### config.mk
export PLATFORM = sky130hd
export DESIGN_NAME = swm_ctrl
export DESIGN_NICKNAME = d
export VERILOG_FILES = /design/src/hdl/swm_pkg.sv /design/src/hdl/swm_ctrl.sv
export SDC_FILE = /design/constraint.sdc
export NUM_CORES = 1
export LEC_CHECK = 0
export BUFFER_PORTS_ARGS = -buffer_cell sky130_fd_sc_hd__buf_2
export CELL_PAD_IN_SITES_DETAIL_PLACEMENT = 2
export CELL_PAD_IN_SITES_GLOBAL_PLACEMENT = 2
export CORE_MARGIN = 5
export CORE_UTILIZATION = 22
export CTS_CLUSTER_DIAMETER = 120
export CTS_CLUSTER_SIZE = 20
export DETAILED_ROUTE_END_ITERATION = 12
export GPL_ROUTABILITY_DRIVEN = 1
export HOLD_SLACK_MARGIN = 0.08
export PLACE_DENSITY = 0.74
export SLEW_MARGIN = 20
export SYNTH_ARGS = -nofsm -noshare
export SYNTH_HDL_FRONTEND = slang
export SYNTH_SLANG_ARGS = --single-unit
export TNS_END_PERCENT = 10
### constraint.sdc
create_clock -name clk -period 1.75 [get_ports clk]
set_clock_uncertainty 0.1 [all_clocks]
set_input_delay 0.0875 -clock clk [delete_from_list [all_inputs] [get_ports clk]]
set_output_delay 0.0875 -clock clk [all_outputs]
set_load 0.005 [all_outputs]
### src/hdl/swm_pkg.sv
// swm_pkg: shared constants and types for the sliding window minimizer block
// used by swm_ctrl, swm_dp and sliding_window_minimizers; no dependencies
package swm_pkg;

  localparam int PRIME_BITS = 61;
  localparam int FP_W       = 61;
  localparam int POS_W      = 32;
  localparam int SYM_W      = 8;
  localparam int MAX_KMER   = 32;
  localparam int MAX_WIN    = 64;
  localparam int SYM_AW     = $clog2(MAX_KMER);
  localparam int Q_AW       = $clog2(MAX_WIN);
  localparam int CNT_W      = Q_AW + 1;
  localparam int K_W        = 6;
  localparam int WL_W       = 7;
  localparam int DIG_W      = 8;
  localparam int N_DIG      = (FP_W + DIG_W - 1) / DIG_W;
  localparam int DIG_CW     = $clog2(N_DIG);
  localparam int ADDR_W     = 5;
  localparam int DATA_W     = 64;

  localparam logic [FP_W-1:0] PRIME = {FP_W{1'b1}};

  // register indexes, from paddr[4:3]
  localparam logic [1:0] REG_KMER_LEN   = 2'd0;
  localparam logic [1:0] REG_WINDOW_LEN = 2'd1;
  localparam logic [1:0] REG_HASH_BASE  = 2'd2;
  localparam logic [1:0] REG_BASE_POW_K = 2'd3;

  typedef struct packed {
    logic [FP_W-1:0]  fp;
    logic [POS_W-1:0] pos;
  } qent_t;

  localparam int QENT_W = FP_W + POS_W;

  typedef struct packed {
    logic take;       // input request accepted
    logic mul_step;   // one digit of the rolling multiply
    logic add;        // add byte, compute leaving term, store byte
    logic sub;        // remove leaving term
    logic rd_back;    // queue read address at the back
    logic back_pop;
    logic front_pop;
    logic push;
    logic emit_load;
  } cmd_t;

  typedef struct packed {
    logic dig_zero;
    logic kmer_ready;
    logic count_zero;
    logic back_gt;
    logic front_expired;
    logic win_ready;
    logic dup;
    logic out_free;
  } sts_t;

endpackage

### src/hdl/swm_ctrl.sv
// swm_ctrl: sequencer for one text byte: multiply, fingerprint update, queue upkeep, report
// depends on swm_pkg
module swm_ctrl (
  input  logic          clk,
  input  logic          rst_n,
  input  logic          in_valid,
  output logic          in_ready,
  input  swm_pkg::sts_t sts,
  output swm_pkg::cmd_t cmd
);
  import swm_pkg::*;

  localparam logic [3:0] S_IDLE = 4'd0;
  localparam logic [3:0] S_MUL  = 4'd1;
  localparam logic [3:0] S_ADD  = 4'd2;
  localparam logic [3:0] S_SUB  = 4'd3;
  localparam logic [3:0] S_BRD  = 4'd4;
  localparam logic [3:0] S_BCMP = 4'd5;
  localparam logic [3:0] S_FRD  = 4'd6;
  localparam logic [3:0] S_FCMP = 4'd7;
  localparam logic [3:0] S_PUSH = 4'd8;
  localparam logic [3:0] S_HRD  = 4'd9;
  localparam logic [3:0] S_EMIT = 4'd10;

  logic [3:0] state_r, state_nxt;

  always_ff @(posedge clk) begin
    if (!rst_n) begin
      state_r <= S_IDLE;
    end else begin
      state_r <= state_nxt;
    end
  end

  assign in_ready = (state_r == S_IDLE);

  always_comb begin
    state_nxt = state_r;
    cmd       = '0;
    case (state_r)
      S_IDLE: begin
        if (in_valid) begin
          cmd.take  = 1'b1;
          state_nxt = S_MUL;
        end
      end
      S_MUL: begin
        cmd.mul_step = 1'b1;
        if (sts.dig_zero) state_nxt = S_ADD;
      end
      S_ADD: begin
        cmd.add   = 1'b1;
        state_nxt = S_SUB;
      end
      S_SUB: begin
        cmd.sub   = 1'b1;
        state_nxt = S_BRD;
      end
      S_BRD: begin
        // kmer_ready looks at the updated byte count, valid from here on
        cmd.rd_back = 1'b1;
        if (!sts.kmer_ready) state_nxt = S_IDLE;
        else if (sts.count_zero) state_nxt = S_FRD;
        else state_nxt = S_BCMP;
      end
      S_BCMP: begin
        cmd.rd_back = 1'b1;
        if (sts.back_gt) begin
          cmd.back_pop = 1'b1;
          state_nxt    = S_BRD;
        end else begin
          state_nxt = S_FRD;
        end
      end
      S_FRD: begin
        if (sts.count_zero) state_nxt = S_PUSH;
        else state_nxt = S_FCMP;
      end
      S_FCMP: begin
        if (sts.front_expired) begin
          cmd.front_pop = 1'b1;
          state_nxt     = S_FRD;
        end else begin
          state_nxt = S_PUSH;
        end
      end
      S_PUSH: begin
        cmd.push  = 1'b1;
        state_nxt = sts.win_ready ? S_HRD : S_IDLE;
      end
      S_HRD: begin
        state_nxt = S_EMIT;
      end
      S_EMIT: begin
        if (sts.dup) begin
          state_nxt = S_IDLE;
        end else if (sts.out_free) begin
          cmd.emit_load = 1'b1;
          state_nxt     = S_IDLE;
        end
      end
      default: begin
        state_nxt = S_IDLE;
      end
    endcase
  end

endmodule

Word-level counts from Yosys, hierarchy flattened

Index checks and enable logic that the tools add are counted.
Widths: inputs -> output; s select.

Register bits after elaboration: 4
Latch bits: 0
Bits in writable memories: 0
Bits in read-only memories: 0
Bits of input ports: 11
Logic and storage cells: 42
Memories: 0

$add $sub $neg: 0
Multiply operators: 0
Divide/modulo/power cells: 0
Magnitude comparators: 0
Eq/ne operators: 13
Shift-type cells: 0
Muxes and demuxes: 25
Bitwise logic cells: 0
Reductions and logical operators: 3

Operator list:

| kind               | count |
|---|---|
| $pmux 4 s11        | 1 |
| $mux 4             | 8 |
| $eq 4x3->1 const B | 4 |
| $mux 1             | 14 |
| $eq 4x4->1 const B | 3 |
| $eq 4x2->1 const B | 2 |
| $eq 4x1->1 const B | 1 |
| $logic_not 4->1    | 1 |
| $mux 2             | 2 |
| $ne 2x2->1 const B | 2 |
| $ne 3x3->1 const B | 1 |
| $reduce_and 3->1   | 1 |
| $reduce_or 2->1    | 1 |

Depth between registers and ports, before layout

Depth after elaboration: 3
Depth in mapped cells: 6

Worst setup path before layout

No wires, ideal clock.

Path kind: flip-flop to flip-flop
Start point: reg state_r[0]
End point: reg state_r[1]
Library setup time: 0.115 ns
Data arrival time: 1.171 ns
Required time: 1.535 ns
Slack: 0.365 ns
Cell stages (with the launch flop): 6
Buffers on the path: 1
Clock period less this slack: 1.385 ns
Path through: dfxtp_1 buf_2 mux2_2 o21ai_1 a41oi_1 o21a_1

Word-level cells in the longest chain between the ends: 3

Ends and longest elaborated chain:

| item                                                      | line           | text |
|---|---|---|
| from (decl)                                               | swm_ctrl.sv:25 | `logic [3:0] state_r, state_nxt;` |
| from (signal assigned)                                    | swm_ctrl.sv:31 | `state_r <= state_nxt;` |
| $eq 4x4->1, or another cell as far along                  | swm_ctrl.sv:40 | `case (state_r)` |
| $ne 3x3->1 (no source line) or $ne 2x2->1 (tied branches) | --             |  |
| $reduce_and 3->1 (no source line)                         | --             |  |

Several ways; a longest one is shown, not always the timed one.
A chain may end at the register's enable or synchronous reset.

==> results.cfg <==
[run_status]
status = finished, final reports clean

[sta]
fin_setup_tns_ps = 0
finalHoldViolations = 0
setup_slack_ps = 173
max_slew_margin = 0.727
post-route-min-period_ps = 1580
tightestPinTransition_ps = 406
rsz0062_at_grt = false
hold_ws_ps = 105
setup_viol_count_final = 0
fmax_mhz = 634
timing.final.crit_share = 0.901
final_max_slew_viol_count = 0

[cells_and_area]
areaGrowthSynthToFinish_pct = 37.9
fin_nets = 96
layout_top_registers = state_r: 4 flops
num-fill-cells = 241
antenna_cells = 0
largest_register_ff_count = 4
regMostFlops = state_r
drive_above_1_share = 0.373

[critical_path]
cp.required_ps = 1560
critPathBufInv = 3
cp_slowest_cell = dfxtp_1
critical_path_arrival_ps = 1390
crit_type = reg -> out
cp-end-kind = output port
cp-start-kind = register
critPathMaxFanout = 12
slowest_delay_ps = 560
crit_family = flip-flops
path_cells = buf_4 > inv_1 > and4_1 > buf_2

[yosys]
netlist_instances = 60
synth_top_area_cell = dfxtp_1
netlist-cell-type-count = 31
ys_seq_area_frac = 0.180
yosys_warnings = 0
post_synth.cell_area_avg_sq_um = 7.42
ys_seq_elements = 4
mappedNetlistArea_sq_um = 445
synth_top_cell_area_share = 0.180
netlist_top_cells_area = dfxtp_1 (18%), buf_2 (5.6%), nor4_1 (5.6%), o21a_1 (5.1%), nor3_1 (4.5%)
syn_nets = 71

[detailed_routing]
viasPerCell = 5.03
drt_iter0_markers = 2
firstDrtPassIters = 2
ant_nets = 0
vias = 553
wl_per_cell_um = 15.0
drcViolationCount = 0
routed_wl_um = 1650

[floorplan]
start_util = 0.229
ios = 21
die_w_um = 55.0
fp.coreArea_sq_um = 1940
die_y_um = 55.0
rows = 16
die_area_sq_um = 3020

[placed_design]
dp_hpwl_um = 1300
io_buffers = 20
place_ws_ps = 206
gp_congestion = 0.797

[clocking]
clk_pin_slew_ps = 40
cts_max_level = 1
cts_tree = done
cts_root_buffer = clkbuf_4
clk_latency_ps = 230
cts-buffers-inserted = 3
clockBufferDepth = 2
cts_setup_buffers = 0
clkSinkCount = 4

[global_route]
grt_first_pass_wirelength_um = 2840
grt_max_degree = 16
grt_pass1_vias = 621
grt_use_total = 0.131
overflow = 0
grt_antenna_before_repair = 0

[power_and_ir_drop]
total_power_uw = 897
ir_drop_mv = 0.647
power.leakage_uw = 0.000286
p_per_area_nw_per_um2 = 1460

[hold_path]
min_path_type = in -> reg

[flow_run]
drv_cap = 0
[metrics by stage]
| step | instance area, sq um | cells | util |
|---|---|---|---|
| 4_1_cts | 613 | 110 | 0.316 |
| 3_5_place_dp | 581 | 106 | 0.299 |
| 5_1_grt | 614 | 110 | 0.316 |
| 2_1_floorplan | 445 | 60 | - |
| 6_report | 614 | 110 | 0.316 |
| 3_3_place_gp | 581 | 106 | 0.299 |
[layout make-up]
| type | instances | area, sq um | share of cell area |
|---|---|---|---|
| Sequential cell | 4 | 81.3 | 0.132 |
| Multi-Input combinational cell | 47 | 318 | 0.517 |
| Clock buffer | 3 | 22.5 | 0.0367 |
| Tap cell | 27 | 33.8 | 0.0550 |
| Inverter | 3 | 11.3 | 0.0183 |
| Timing Repair Buffer | 26 | 148 | 0.240 |
[worst min-delay path, stage by stage]
cell and delay [ps]:
buf_2 80, nor4_1 50, o21a_1 160
[cells in the mapped netlist]
cell type  number
a211o_1         1
a21boi_0        1
a21o_1          1
a21oi_1         2
a2bb2oi_1       1
a311oi_1        1
a32oi_1         1
a41oi_1         1
and2_1          3
and2b_1         1
and3_1          1
and4_1          2
buf_2           5
buf_6           1
dfxtp_1         4
inv_1           3
mux2_2          1
nand2b_1        3
nand2b_4        1
nand3b_1        1
nand4_1         1
nor2_1          4
nor2b_1         1
nor3_1          4
nor4_1          4
nor4bb_1        1
o211ai_1        2
o21a_1          3
o21ai_0         2
o21ai_1         1
or3_1           2
[cells by family after synthesis]
logic type	count (synthesis)	share of synthesized area
buf+inv	9	0.107
compound gates	17	0.272
flops	4	0.180
simple gates	29	0.416
mux	1	0.0253
[what timing repair did]
action                                  CTS  global route
hold buffers                              1             0
gates resized for setup                   0             1
hold endpoints to repair                  4             0
endpoints found under the setup margin    0             2
[final timing paths]
check                                 from          to  slack [ps]  cells after the start
worst max-delay path            state_r[1]      cmd[3]         170                      4
worst min-delay path                sts[7]  state_r[0]         110                      3
worst max register to register  state_r[1]  state_r[1]         220                      5
worst min register to register  state_r[0]  state_r[0]         630                      3
[metal layers]
layer	up-vias	GRT usage	part of all wire
li1	273	-	-
met1	267	0.171	0.46
met2	13	0.213	0.49
met3	0	0.0402	0.046
met4	0	0.0243	0
met5	-	0	0
[placed cells by master, fill, tap and decap left out]
cell,synthesis,final
a211o_1,1,1
a21o_1,1,1
a21oi_1,2,2
clkbuf_4,0,3
inv_1,3,3
a32oi_1,1,1
nor2_1,4,4
dfxtp_1,4,3
o21a_1,3,3
nand4_1,1,1
and2b_1,1,1
buf_2,5,20
a311oi_1,1,1
o21ai_1,1,1
buf_4,0,5
dfxtp_2,0,1
a41oi_1,1,1
and4_1,2,2
and2_1,3,3
or3_1,2,2
mux2_2,1,1
nor2b_1,1,1
o211ai_1,2,2
nand2b_4,1,1
nand3b_1,1,1
o21ai_0,2,2
nor3_1,4,4
and3_1,1,1
a2bb2oi_1,1,1
nor4bb_1,1,1
a21boi_0,1,1
nand2b_1,3,3
dlygate4sd3_1,0,1
nor4_1,4,4
[power by group]
part / internal, uW / switching, uW / leakage (uW)
combinational: 294 / 286 / 0.000239
clock: 76.5 / 34.8 / 0.0000138
sequential: 126 / 79.6 / 0.0000333
Note: power is estimated with default switching activity, not from simulation.
